<file path="config.mk">
export PLATFORM = sky130hd
export DESIGN_NAME = scip_scan_response_decoder_top
export DESIGN_NICKNAME = d
export VERILOG_FILES = /design/src/rtl/ssrd_pkg.sv /design/src/rtl/scip_scan_response_decoder_top.sv /design/src/rtl/ssrd_line_walker.sv /design/src/rtl/ssrd_out_stage.sv
export VERILOG_INCLUDE_DIRS = /design/src /design/src/rtl
export SDC_FILE = /design/constraint.sdc
export NUM_CORES = 1
export LEC_CHECK = 0
export BUFFER_PORTS_ARGS = -buffer_cell sky130_fd_sc_hd__buf_2
export CORE_UTILIZATION = 30
export CTS_CLUSTER_SIZE = 28
export DETAILED_ROUTE_END_ITERATION = 16
export PLACE_DENSITY = 0.46
export SETUP_SLACK_MARGIN = 0.05
export SLEW_MARGIN = 20
export SYNTH_ARGS = -nofsm -noshare
export SYNTH_HDL_FRONTEND = slang
export SYNTH_HIERARCHICAL = 1
export SYNTH_SLANG_ARGS = --single-unit
</file>
<file path="constraint.sdc">
create_clock -name clk -period 7.35 [get_ports clk]
set_input_delay 0 -clock clk [delete_from_list [all_inputs] [get_ports clk]]
set_output_delay 0 -clock clk [all_outputs]
set_load 0.01 [all_outputs]
</file>
<file path="src/rtl/scip_scan_response_decoder_top_macros.svh">
// ----------------------------------------------------------------------------
// Assertion macros for the scan response decoder
// Concurrent checks that compile away when SYNTHESIS is defined.
// ----------------------------------------------------------------------------
`ifndef SCIP_SCAN_RESPONSE_DECODER_TOP_MACROS_SVH
`define SCIP_SCAN_RESPONSE_DECODER_TOP_MACROS_SVH
`ifndef SYNTHESIS
`define SSRD_ASSERT(lbl, clk, rstn, prop, msg) \
  lbl: assert property (@(posedge clk) disable iff (!rstn) (prop)) else $error(msg);
`define SSRD_ASSERT_IMP(lbl, clk, rstn, ante, cons, msg) \
  lbl: assert property (@(posedge clk) disable iff (!rstn) (ante) |-> (cons)) else $error(msg);
`else
`define SSRD_ASSERT(lbl, clk, rstn, prop, msg)
`define SSRD_ASSERT_IMP(lbl, clk, rstn, ante, cons, msg)
`endif
`endif

</file>
<file path="src/rtl/ssrd_pkg.sv">
`timescale 1ns / 1ps
// ----------------------------------------------------------------------------
// Scan response decoder package
// Result word type, result kinds, error codes and protocol characters.
// ----------------------------------------------------------------------------
package ssrd_pkg;

  localparam int IDX_W   = 11;
  localparam int VAL_W   = 24;
  localparam int KIND_W  = 2;
  localparam int TDATA_W = 40;

  localparam logic [KIND_W-1:0] KIND_DIST = 2'd0;
  localparam logic [KIND_W-1:0] KIND_TIME = 2'd1;
  localparam logic [KIND_W-1:0] KIND_END  = 2'd2;
  localparam logic [KIND_W-1:0] KIND_ERR  = 2'd3;

  localparam logic [VAL_W-1:0] ERR_ECHO     = 24'd0;
  localparam logic [VAL_W-1:0] ERR_MARKER   = 24'd1;
  localparam logic [VAL_W-1:0] ERR_CHECKSUM = 24'd2;

  localparam logic [7:0] CH_CR   = 8'h0d;
  localparam logic [7:0] CH_LF   = 8'h0a;
  localparam logic [7:0] CH_M    = 8'h4d;
  localparam logic [7:0] CH_G    = 8'h47;
  localparam logic [7:0] CH_NINE = 8'h39;
  localparam logic [7:0] CH_B    = 8'h62;
  localparam logic [7:0] CH_ZERO = 8'h30;

  localparam logic [IDX_W-1:0] IDX_MAX = 11'h7ff;

  typedef struct packed {
    logic              valid;
    logic [KIND_W-1:0] kind;
    logic [VAL_W-1:0]  value;
    logic [IDX_W-1:0]  index;
    logic              last;
  } ssrd_res_t;

  function automatic logic [5:0] six(input logic [7:0] c);
    return c[5:0] - CH_ZERO[5:0];
  endfunction

endpackage

</file>
<file path="src/rtl/scip_scan_response_decoder_top.sv">
`timescale 1ns / 1ps
// ----------------------------------------------------------------------------
// Scan response decoder, top level
// Decodes a rangefinder's serial response into distance and timestamp words.
// ----------------------------------------------------------------------------
// The in_ channel takes one received character per word. A character that is
// not a line end is stored in the line memory. At a line end, or when the
// line is full, in_tready falls while the stored line is walked through the
// single read port of the line memory: a read and an accumulate step per
// stored character for the checksum pass, a decide step, and for data lines
// a read and a decode step per decoded character; in_tready stays low until
// the walk ends. The out_ channel carries distances, the timestamp, scan ends
// and errors; tlast marks the final word caused by one character. A word sits
// in one output register; while the receiver stalls, the walk pauses at the
// next word to be sent. After reset the block waits for an echo line, and
// first_step, written over the APB port, is zero.
// ----------------------------------------------------------------------------
module scip_scan_response_decoder_top #(
  parameter int LINE_MAX   = 128,
  parameter int DATA_CHARS = 64
) (
  input  logic                         clk,
  input  logic                         rst_n,
  input  logic                         in_tvalid,
  output logic                         in_tready,
  // rx_byte [7:0]
  input  logic [7:0]                   in_tdata,
  output logic                         out_tvalid,
  input  logic                         out_tready,
  // value [23:0], index [34:24], zero [39:35]
  output logic [ssrd_pkg::TDATA_W-1:0] out_tdata,
  // kind [1:0]
  output logic [ssrd_pkg::KIND_W-1:0]  out_tuser,
  output logic                         out_tlast,
  input  logic                         psel,
  input  logic                         penable,
  input  logic                         pwrite,
  input  logic [2:0]                   paddr,
  input  logic [31:0]                  pwdata,
  output logic [31:0]                  prdata,
  output logic                         pready
);

  localparam logic REG_FIRST_STEP = 1'b0;

  logic [ssrd_pkg::IDX_W-1:0] first_step_r;
  logic                       cfg_wr;
  logic                       out_free;
  ssrd_pkg::ssrd_res_t        res;

  assign pready = 1'b1;
  assign cfg_wr = psel && penable && pwrite && pready && (paddr[2] == REG_FIRST_STEP);
  assign prdata = (paddr[2] == REG_FIRST_STEP) ? 32'(first_step_r) : 32'd0;

  always_ff @(posedge clk) begin
    if (!rst_n) begin
      first_step_r <= '0;
    end else if (cfg_wr) begin
      first_step_r <= pwdata[ssrd_pkg::IDX_W-1:0];
    end
  end

  ssrd_line_walker #(
    .LINE_MAX   (LINE_MAX),
    .DATA_CHARS (DATA_CHARS)
  ) u_walker (
    .clk        (clk),
    .rst_n      (rst_n),
    .in_valid   (in_tvalid),
    .in_byte    (in_tdata),
    .in_ready   (in_tready),
    .first_step (first_step_r),
    .out_free   (out_free),
    .res        (res)
  );

  ssrd_out_stage u_out (
    .clk        (clk),
    .rst_n      (rst_n),
    .push       (res),
    .free       (out_free),
    .out_tvalid (out_tvalid),
    .out_tready (out_tready),
    .out_tdata  (out_tdata),
    .out_tuser  (out_tuser),
    .out_tlast  (out_tlast)
  );

endmodule

</file>
<file path="src/rtl/ssrd_line_walker.sv">
`timescale 1ns / 1ps
// ----------------------------------------------------------------------------
// Scan response line walker
// Stores the current line and, at a line end or a full line, walks it
// via one read port: a checksum pass, then a decode pass for data lines.
// ----------------------------------------------------------------------------
`include "scip_scan_response_decoder_top_macros.svh"

module ssrd_line_walker #(
  parameter int LINE_MAX   = 128,
  parameter int DATA_CHARS = 64
) (
  input  logic                     clk,
  input  logic                     rst_n,
  input  logic                     in_valid,
  input  logic [7:0]               in_byte,
  output logic                     in_ready,
  input  logic [ssrd_pkg::IDX_W-1:0] first_step,
  input  logic                     out_free,
  output ssrd_pkg::ssrd_res_t      res
);

  localparam int LEN_W = $clog2(LINE_MAX);
  localparam int DC_W  = $clog2(DATA_CHARS + 1);
  localparam int CNT_W = (LEN_W > DC_W) ? LEN_W : DC_W;
  localparam logic [LEN_W-1:0] LEN_FULL = LEN_W'(LINE_MAX - 1);
  localparam logic [CNT_W-1:0] DC_MAX   = CNT_W'(DATA_CHARS);

  localparam logic [2:0] LN_IDLE   = 3'd0;
  localparam logic [2:0] LN_STATUS = 3'd3;
  localparam logic [2:0] LN_MARKER = 3'd4;
  localparam logic [2:0] LN_TIME   = 3'd5;
  localparam logic [2:0] LN_DATA   = 3'd6;

  typedef enum logic [2:0] {
    ST_IDLE,
    ST_RD,
    ST_ACC,
    ST_DECIDE,
    ST_DRD,
    ST_DACC
  } state_t;

  logic [7:0] mem [LINE_MAX];
  logic [7:0] rd_data_r;

  state_t                    state_r, state_nxt;
  logic [LEN_W-1:0]          line_len_r, line_len_nxt;
  logic [LEN_W-1:0]          len_r, len_nxt;
  logic [CNT_W-1:0]          ptr_r, ptr_nxt;
  logic [CNT_W-1:0]          nd_r, nd_nxt;
  logic [5:0]                sum_r, sum_nxt;
  logic [7:0]                head_r [4];
  logic [7:0]                head_nxt [4];
  logic [7:0]                last_c_r, last_c_nxt;
  logic [2:0]                line_num_r, line_num_nxt;
  logic                      echo_g_r, echo_g_nxt;
  logic [7:0]                carry_c_r [2];
  logic [7:0]                carry_c_nxt [2];
  logic [1:0]                carry_r, carry_nxt;
  logic [ssrd_pkg::IDX_W-1:0] next_idx_r, next_idx_nxt;

  logic             acc, is_eol, wr_en, rd_en, start;
  logic [LEN_W-1:0] len_inc, start_len;
  logic [CNT_W-1:0] len_ext, len_m1, nd_calc;
  logic             chk_bad, marker, echo_ok;
  logic [ssrd_pkg::VAL_W-1:0] ts;

  always_comb begin
    in_ready  = (state_r == ST_IDLE);
    acc       = in_valid && in_ready;
    is_eol    = (in_byte == ssrd_pkg::CH_CR) || (in_byte == ssrd_pkg::CH_LF);
    wr_en     = acc && !is_eol;
    len_inc   = line_len_r + 1'b1;
    start     = acc && (is_eol || (len_inc == LEN_FULL));
    start_len = is_eol ? line_len_r : len_inc;

    len_ext = CNT_W'(len_r);
    len_m1  = len_ext - 1'b1;
    nd_calc = (len_m1 > DC_MAX) ? DC_MAX : len_m1;
    chk_bad = (line_num_r > LN_STATUS) && (len_r >= LEN_W'(3)) &&
              ((8'({2'b00, sum_r}) + ssrd_pkg::CH_ZERO) != last_c_r);
    marker  = (len_r >= LEN_W'(3)) && (head_r[0] == ssrd_pkg::CH_NINE) &&
              (head_r[1] == ssrd_pkg::CH_NINE) && (head_r[2] == ssrd_pkg::CH_B);
    echo_ok = (len_r != '0) &&
              ((head_r[0] == ssrd_pkg::CH_M) || (head_r[0] == ssrd_pkg::CH_G));
    ts = {(len_r > LEN_W'(0)) ? ssrd_pkg::six(head_r[0]) : 6'd0,
          (len_r > LEN_W'(1)) ? ssrd_pkg::six(head_r[1]) : 6'd0,
          (len_r > LEN_W'(2)) ? ssrd_pkg::six(head_r[2]) : 6'd0,
          (len_r > LEN_W'(3)) ? ssrd_pkg::six(head_r[3]) : 6'd0};
  end

  always_comb begin
    state_nxt    = state_r;
    line_len_nxt = line_len_r;
    len_nxt      = len_r;
    ptr_nxt      = ptr_r;
    nd_nxt       = nd_r;
    sum_nxt      = sum_r;
    head_nxt     = head_r;
    last_c_nxt   = last_c_r;
    line_num_nxt = line_num_r;
    echo_g_nxt   = echo_g_r;
    carry_c_nxt  = carry_c_r;
    carry_nxt    = carry_r;
    next_idx_nxt = next_idx_r;
    rd_en        = 1'b0;
    res          = '0;

    case (state_r)
      ST_IDLE: begin
        if (wr_en) begin
          line_len_nxt = len_inc;
        end
        if (start) begin
          line_len_nxt = '0;
          len_nxt      = start_len;
          ptr_nxt      = '0;
          sum_nxt      = '0;
          state_nxt    = (start_len == '0) ? ST_DECIDE : ST_RD;
        end
      end
      ST_RD: begin
        rd_en     = 1'b1;
        state_nxt = ST_ACC;
      end
      ST_ACC: begin
        if (ptr_r < CNT_W'(4)) begin
          head_nxt[ptr_r[1:0]] = rd_data_r;
        end
        if (ptr_r == len_m1) begin
          last_c_nxt = rd_data_r;
          state_nxt  = ST_DECIDE;
        end else begin
          sum_nxt   = sum_r + rd_data_r[5:0];
          ptr_nxt   = ptr_r + 1'b1;
          state_nxt = ST_RD;
        end
      end
      ST_DECIDE: begin
        if (out_free) begin
          state_nxt = ST_IDLE;
          res.index = '0;
          res.last  = 1'b1;
          if (chk_bad) begin
            res.valid    = 1'b1;
            res.kind     = ssrd_pkg::KIND_ERR;
            res.value    = ssrd_pkg::ERR_CHECKSUM;
            line_num_nxt = LN_IDLE;
            carry_nxt    = '0;
          end else if ((line_num_r >= LN_DATA) && (len_r == '0)) begin
            res.valid    = 1'b1;
            res.kind     = ssrd_pkg::KIND_END;
            res.value    = '0;
            line_num_nxt = LN_IDLE;
            carry_nxt    = '0;
          end else if (line_num_r == LN_IDLE) begin
            if (echo_ok) begin
              echo_g_nxt   = (head_r[0] == ssrd_pkg::CH_G);
              carry_nxt    = '0;
              next_idx_nxt = first_step;
              line_num_nxt = 3'd1;
            end else begin
              res.valid = 1'b1;
              res.kind  = ssrd_pkg::KIND_ERR;
              res.value = ssrd_pkg::ERR_ECHO;
            end
          end else if ((line_num_r <= LN_MARKER) && marker) begin
            line_num_nxt = LN_TIME;
          end else if ((line_num_r == 3'd1) && echo_g_r) begin
            line_num_nxt = LN_TIME;
          end else if (line_num_r == LN_MARKER) begin
            res.valid    = 1'b1;
            res.kind     = ssrd_pkg::KIND_ERR;
            res.value    = ssrd_pkg::ERR_MARKER;
            line_num_nxt = LN_IDLE;
            carry_nxt    = '0;
          end else if (line_num_r == LN_TIME) begin
            res.valid    = 1'b1;
            res.kind     = ssrd_pkg::KIND_TIME;
            res.value    = ts;
            line_num_nxt = LN_DATA;
          end else if (line_num_r >= LN_DATA) begin
            line_num_nxt = LN_DATA;
            nd_nxt       = nd_calc;
            ptr_nxt      = '0;
            if (nd_calc != '0) begin
              state_nxt = ST_DRD;
            end
          end else begin
            line_num_nxt = line_num_r + 1'b1;
          end
        end
      end
      ST_DRD: begin
        rd_en     = 1'b1;
        state_nxt = ST_DACC;
      end
      ST_DACC: begin
        if ((carry_r != 2'd2) || out_free) begin
          if (carry_r == 2'd2) begin
            res.valid = 1'b1;
            res.kind  = ssrd_pkg::KIND_DIST;
            res.value = ssrd_pkg::VAL_W'({ssrd_pkg::six(carry_c_r[0]),
                                          ssrd_pkg::six(carry_c_r[1]),
                                          ssrd_pkg::six(rd_data_r)});
            res.index = next_idx_r;
            res.last  = (({1'b0, ptr_r} + (CNT_W + 1)'(3)) >= {1'b0, nd_r});
            if (next_idx_r != ssrd_pkg::IDX_MAX) begin
              next_idx_nxt = next_idx_r + 1'b1;
            end
            carry_nxt = '0;
          end else begin
            carry_c_nxt[carry_r[0]] = rd_data_r;
            carry_nxt = carry_r + 1'b1;
          end
          ptr_nxt   = ptr_r + 1'b1;
          state_nxt = ((ptr_r + 1'b1) == nd_r) ? ST_IDLE : ST_DRD;
        end
      end
      default: begin
        state_nxt = ST_IDLE;
      end
    endcase
  end

  always_ff @(posedge clk) begin
    if (wr_en) begin
      mem[line_len_r] <= in_byte;
    end
    if (rd_en) begin
      rd_data_r <= mem[ptr_r[LEN_W-1:0]];
    end
  end

  always_ff @(posedge clk) begin
    if (!rst_n) begin
      state_r    <= ST_IDLE;
      line_len_r <= '0;
      line_num_r <= LN_IDLE;
      echo_g_r   <= 1'b0;
      carry_r    <= '0;
      next_idx_r <= '0;
    end else begin
      state_r    <= state_nxt;
      line_len_r <= line_len_nxt;
      line_num_r <= line_num_nxt;
      echo_g_r   <= echo_g_nxt;
      carry_r    <= carry_nxt;
      next_idx_r <= next_idx_nxt;
    end
    len_r     <= len_nxt;
    ptr_r     <= ptr_nxt;
    nd_r      <= nd_nxt;
    sum_r     <= sum_nxt;
    head_r    <= head_nxt;
    last_c_r  <= last_c_nxt;
    carry_c_r <= carry_c_nxt;
  end

  `SSRD_ASSERT(a_len_bound, clk, rst_n, line_len_r < LEN_FULL, "Line length reached the full mark.")
  `SSRD_ASSERT(a_carry_bound, clk, rst_n, carry_r != 2'd3, "Carry holds three characters.")
  `SSRD_ASSERT(a_line_num, clk, rst_n, line_num_r <= LN_DATA, "Line number beyond data lines.")
  `SSRD_ASSERT_IMP(a_push_free, clk, rst_n, res.valid, out_free, "Word pushed into a busy output stage.")

endmodule

</file>
<file path="src/rtl/ssrd_out_stage.sv">
`timescale 1ns / 1ps
// ----------------------------------------------------------------------------
// Scan response output stage
// Holds one result word until the receiver takes it.
// ----------------------------------------------------------------------------
module ssrd_out_stage (
  input  logic                         clk,
  input  logic                         rst_n,
  input  ssrd_pkg::ssrd_res_t          push,
  output logic                         free,
  output logic                         out_tvalid,
  input  logic                         out_tready,
  // value [23:0], index [34:24], zero [39:35]
  output logic [ssrd_pkg::TDATA_W-1:0] out_tdata,
  // kind [1:0]
  output logic [ssrd_pkg::KIND_W-1:0]  out_tuser,
  output logic                         out_tlast
);

  logic                        valid_r;
  logic [ssrd_pkg::KIND_W-1:0] kind_r;
  logic [ssrd_pkg::VAL_W-1:0]  value_r;
  logic [ssrd_pkg::IDX_W-1:0]  index_r;
  logic                        last_r;

  assign free       = !valid_r || out_tready;
  assign out_tvalid = valid_r;
  assign out_tdata  = {(ssrd_pkg::TDATA_W - ssrd_pkg::IDX_W - ssrd_pkg::VAL_W)'(0),
                       index_r, value_r};
  assign out_tuser  = kind_r;
  assign out_tlast  = last_r;

  always_ff @(posedge clk) begin
    if (!rst_n) begin
      valid_r <= 1'b0;
    end else if (push.valid) begin
      valid_r <= 1'b1;
    end else if (out_tready) begin
      valid_r <= 1'b0;
    end
    if (push.valid) begin
      kind_r  <= push.kind;
      value_r <= push.value;
      index_r <= push.index;
      last_r  <= push.last;
    end
  end

endmodule

</file>
# ---- Yosys cells after proc, flatten, opt, wreduce, memory -nomap -nowiden
# Memories as Yosys holds them, arrays and structs flattened. A register that Yosys moved wholly into a read port is not among the register bits.
# Index checks and enable logic that the tools add are counted.
dict set report word_totals {
  regBits 160
  ram_bits 1024
  input_bits 50
  out_inout_bits 78
  memories 1
}
dict set report op_classes {
  n_addsub 16
  order_cmp 15
  n_eq_ne 43
  muxes 93
  bitwise_logic 11
  reduce_logical 49
}
# memory words width rd rd_ports_with_merged_regs wr line_no
set mem_list {}
lappend mem_list {u_walker.mem 128 8 1 1 1 ssrd_line_walker.sv:44} ;# logic [7:0] mem [LINE_MAX];
# cell count
set op_table {}
lappend op_table {{$mux 27} 8}
lappend op_table {{$mux 39} 3}
lappend op_table {{$mux 7} 16}
lappend op_table {{$mux 11} 9}
lappend op_table {{$pmux 39 s2} 1}
lappend op_table {{$mux 3} 22}
lappend op_table {{$sub 6x6->6 const B} 7}
lappend op_table {{$mux 6} 6}
lappend op_table {{$bwmux 32} 1}
lappend op_table {{$pmux 7 s4} 1}
lappend op_table {{$eq 8x7->1 const B} 3}
lappend op_table {{$mux 2} 12}
lappend op_table {{$pmux 11 s2} 1}
lappend op_table {{$ne 2x2->1 const B} 9}
lappend op_table {{$pmux 3 s6} 1}
lappend op_table {{$logic_and 1x1->1} 17}
lappend op_table {{$bwmux 16} 1}
lappend op_table {{$demux 8 s2} 1}
lappend op_table {{$eq 8x4->1 const B} 2}
lappend op_table {{$eq 8x6->1 const B} 2}
lappend op_table {{$mux 8} 2}
lappend op_table {{$ne 2x1->1 const B} 8}
lappend op_table {{$ne 5x2->1 const B} 3}
lappend op_table {{$add 7x1->7 const B} 2}
lappend op_table {{other kinds (51)} 89}

# ---- Longest topological paths before layout
dict set report depth {
  depth_word 15
  mapped_depth 16
}

# ---- By module
# The synthesis kept the hierarchy.
# mod n_inst cells_each area_each_um2
set by_module_without_submodules {}
lappend by_module_without_submodules {ssrd_line_walker 1 2490 46164.3}
lappend by_module_without_submodules {ssrd_out_stage 1 48 1231.2}
lappend by_module_without_submodules {scip_scan_response_decoder_top 1 84 703.2}

# ---- Worst setup path after synthesis
# OpenSTA, ideal clock, no wires.
dict set report synth_path {
  kind {register -> register}
  from {register u_walker.sum_r[4]}
  to {register u_out/index_r[0] (netlist bit) (enable)}
  setup_ps 522
  arrival_time_ps 2559
  required_time_ps 6828
  path_slack_ps 4269
  path_stages_with_launch 10
  cell_sequence {edfxtp_1 -> inv_1 -> ha_1 -> xnor2_1 -> nor4_1 -> a211oi_1 -> a41oi_2 -> nand2_1 -> nand2_1 -> nand2_1}
}
# element line_no
set synth_rtl {}
lappend synth_rtl {{start: declaration} ssrd_line_walker.sv:52} ;# logic [5:0] sum_r, sum_nxt;
lappend synth_rtl {{start signal: assignment} ssrd_line_walker.sv:255} ;# sum_r <= sum_nxt;
lappend synth_rtl {{end signal: assignment} ssrd_out_stage.sv:44} ;# index_r <= push.index;
lappend synth_rtl {{end: declaration} ssrd_out_stage.sv:23} ;# logic [ssrd_pkg::IDX_W-1:0] index_r;

==> Implementation_results.wiki <==
{| class="wikitable"
! Metric !! Value
|-
| Worst relative slew slack || 21.1%
|-
| Data required time of the worst path || 7.76 ns
|-
| Hold path start || in_tdata[5]
|-
| WS Path Type || reg -> reg
|-
| GR Util All Layers || 15.7%
|-
| Final critical path time including I/O delays and setup || 4.25 ns
|-
| Global-route wire length before repair || 185000 um
|-
| Yosys reg bits || 1186
|-
| I/O pin count || 128
|-
| Critical path data arrival time || 4.67 ns
|-
| CTS tree || done
|-
| Status || completed
|-
| Number of DRC markers in iteration 0 || 2168
|-
| Mean post-synth cell area || 18.3 sq um
|-
| Number of standard cells after synthesis || 2622
|-
| Number of synthesis warnings || 6
|-
| Number of CTS-inserted buffers || 131
|-
| Resized cells post-CTS || 0
|-
| Netlist Area Pre-Place || 48100 sq um
|-
| Worst R2R End || u_walker/rd_data_r[0]$_DFFE_PP_
|-
| Initial antenna violation count || 2
|-
| Depth of the most critical reg-to-reg path || 7
|-
| Number of violations of the max-capacitance limit || 0
|-
| Via/cell ratio || 5.08
|-
| Clock latency on the worst-skew pair || 0.77 ns
|-
| Largest incremental delay on the critical path || 1.04 ns
|-
| Cell count after placement || 4676
|-
| Register-to-Register Setup Slack || 3.10 ns
|-
| Fin. Hold Viols || 0
|-
| Antenna Nets Post-Route || 0
|-
| Placement row count || 146
|-
| Routed wirelength normalized by instance count || 25.7 um
|-
| Min-Delay Endpoint || u_walker/mem[40][5]$_DFFE_PP_
|-
| VDD IR max || 0.223 mV
|-
| Max Slew Vio Count || 0
|-
| Initial core utilization || 30.3%
|-
| Detailed-route wire length || 128000 um
|-
| Worst setup path start || u_walker/ptr_r[0]$_SDFFCE_PN0P_
|-
| Maximum root-to-sink buffer count || 3
|-
| Most common flop cell mapped by yosys || sky130_fd_sc_hd__edfxtp_1
|-
| Final Cell Area || 55300 sq um
|-
| Number of nets at the end of the flow || 2868
|-
| Vias in the first global route || 25700
|-
| Chip width || 402 um
|-
| Clock root buffer || sky130_fd_sc_hd__clkbuf_16
|-
| Fin Clk Skew || 0.0299 ns
|-
| Global placer's final weighted congestion || 0.813
|-
| Post-detailed-placement cell area || 50700 sq um
|-
| Static leakage power || 17.5 nW
|-
| Power density cells || 253 nW/um^2
|-
| Die Span Y || 402 um
|-
| Tot Pwr || 0.0140 W
|-
| Critical path startpoint category || flip-flop
|-
| FFs w/ async S/R, synth || 0%
|-
| Routed vias || 25200
|-
| Tightest Pin Transition || 1.18 ns
|-
| Cell with the most instances after synthesis || sky130_fd_sc_hd__edfxtp_1
|-
| Cell taking the most area after synthesis || sky130_fd_sc_hd__edfxtp_1
|-
| Ratio of cells with drive above 1 in the final layout || 20.1%
|-
| Share of the synthesized area in the top cell type || 71.6%
|-
| Die ar. || 162000 sq um
|-
| Area growth, synth to finish || 15.0%
|-
| Kind of end point of the critical path || flip-flop
|-
| Leading post-synthesis cells by instance count || sky130_fd_sc_hd__edfxtp_1 (1147), sky130_fd_sc_hd__mux4_2 (246), sky130_fd_sc_hd__nor2_1 (203), sky130_fd_sc_hd__nand2_1 (121), sky130_fd_sc_hd__mux2i_1 (91)
|-
| Number of endpoints failing setup at the final stage || 0
|-
| CTS HTree Levels || 4
|-
| Hold/Removal Path Class || in -> reg
|-
| Top cells by area, synth || sky130_fd_sc_hd__edfxtp_1 (72%), sky130_fd_sc_hd__mux4_2 (12%), sky130_fd_sc_hd__mux2i_1 (1.9%)
|-
| Cell Chain, Critical Path || buf_12 > mux4_2 > mux2i_1 > o22ai_1 > o22a_1 > o21ai_0 > o21ai_0
|-
| EDFF count, synth || 1147
|-
| Reg clk slew, reported paths || 0.06 ns
|-
| Max stage delay cell, worst path || sky130_fd_sc_hd__edfxtp_1
|-
| Post-route clock period utilization || 57.8%
|-
| Detailed-routing iteration count for the pre-antenna-repair pass || 5
|-
| Share of synthesized area occupied by flip-flops and latches || 73.2%
|-
| Critical path peak fanout || 49
|-
| Port Buffers || 77
|-
| Crit Reg-Reg Startpoint || u_walker/ptr_r[0]$_SDFFCE_PN0P_
|-
| DP Wirelength || 78300 um
|-
| DRC violation count after routing || 0
|-
| Cell depth of the worst hold path || 2
|-
| Leftover overflow at the end of global routing || 0
|-
| Pin count of the biggest net entering global routing || 109
|-
| Number of clock sinks || 1186
|-
| Area inside the core boundary || 159000 sq um
|-
| Setup repair after global routing missed its margin || false
|-
| Number of standard cells in the final layout excluding fillers || 4960
|-
| Cell variety after synth || 76
|-
| Achievable frequency || 235 MHz
|-
| Top cell by count, worst path || sky130_fd_sc_hd__o21ai_0
|-
| Post-route setup TNS || 0 ns
|}
==> layout by cell type (no fill, tap or decap), drive strengths merged, types with 9 or more instances in the layout <==
cell	n
a21oi	46
a221oi	13
a22o	21
a22oi	13
and2	18
and3	14
buf	126
bufinv	9
clkbuf	161
clkinv	62
conb	27
dfxtp	39
dlygate4sd3	46
edfxtp	1147
ha	34
inv	42
mux2i	91
mux4	246
nand2	121
nand2b	11
nand3	48
nor2	203
nor2b	21
nor3	32
nor4	12
o21ai	47
o221ai	13
o22ai	51
o31ai	10
xnor2	41
xor2	19
==> metal layers <==
layer  GRT usage [%]  routed length [um]
met2            25.6               61300
met3            2.79                7180
met4            4.04                2540
met5               0                   0
met1            21.7               56600
==> cells by family (layout without fill, tap and decap cells) <==
logic type / after synthesis / count (layout) / share of synthesized area, %
buf+inv: 206 / 447 / 2.28
other cells: 3 / 28 / 0.0234
xor+xnor: 60 / 60 / 1.09
simple gates: 515 / 515 / 4.97
compound gates: 278 / 278 / 4.01
mux: 339 / 339 / 13.5
flops: 1186 / 1186 / 73.2
fa+ha+maj: 35 / 35 / 0.926
==> sequential cells by signal (all words and copies together), names as in the netlist <==
register	flops
first_step_r	11
u_walker/mem	1024
u_walker/state_r	3
u_out/value_r	24
u_walker/sum_r	6
u_walker/echo_g_r	1
u_walker/line_num_r	3
u_out/out_tuser	2
u_out/out_tlast	1
u_walker/next_idx_r	11
u_out/index_r	11
u_walker/len_ext	7
u_walker/ptr_r	7
u_walker/line_len_r	7
u_out/out_tvalid	1
u_walker/rd_data_r	8
u_walker/last_c_r	8
u_walker/nd_r	7
u_walker/head_r	30
u_walker/carry_r	2
u_walker/carry_c_r	12
==> per-stage QoR <==
step,util (%),hold slack [ns],setup WS (ns)
after floorplan,-,0.0989,4.27
after global placement,31.9,0.257,3.09
after detailed placement,31.9,0.268,3.05
after CTS,34.8,0.0382,3.02
after global routing,34.9,0.0744,2.94
final,34.9,0.0985,3.10
==> report_power, final <==
| part | total (W) | switching, W | leakage, nW | internal, W |
|---|---|---|---|---|
| logic | 0.000232 | 0.000180 | 4.77 | 0.0000516 |
| clock network | 0.00637 | 0.00271 | 2.03 | 0.00365 |
| registers | 0.00742 | 0.00000719 | 10.7 | 0.00741 |
| total | 0.0140 | 0.00290 | 17.5 | 0.0111 |
==> area by class of cell <==
class                           instances  area (sq um)
Clock inverter                         76           754
Antenna cell                            1          2.50
Inverter                               38           143
Fill cell                           14900        103000
Multi-Input combinational cell       1254         11900
Clock buffer                          161          3410
Tap cell                             2072          2590
Sequential cell                      1186         35200
Timing Repair Buffer                  172          1300
==> worst max-delay path, delay by kind of cell, from the launching register on <==
family	cells	cell delay [ns]
AO/OA/AOI/OAI	4	1.40
flip-flops	1	1.04
multiplexers	2	0.93
buffers and inverters	1	0.43
==> worst max-delay path by stage <==
stage	slack [ns]	to	cells past startpoint
6_report	3.10	u_walker/rd_data_r[0]$_DFFE_PP_	7
3_5_place_dp	3.05	u_walker/rd_data_r[0]$_DFFE_PP_	7
5_1_grt	2.94	u_walker/rd_data_r[6]$_DFFE_PP_	8
3_3_place_gp	3.09	u_walker/rd_data_r[0]$_DFFE_PP_	7
2_1_floorplan	4.27	u_out/index_r[0]$_DFFE_PP_	9
4_1_cts	3.02	u_walker/rd_data_r[0]$_DFFE_PP_	7
==> repair_timing <==
item                      CTS  global route
hold endpoints to repair  380             0
buffers inserted            0             0
hold buffers               46             0
Power figures use the tool's default switching activity.
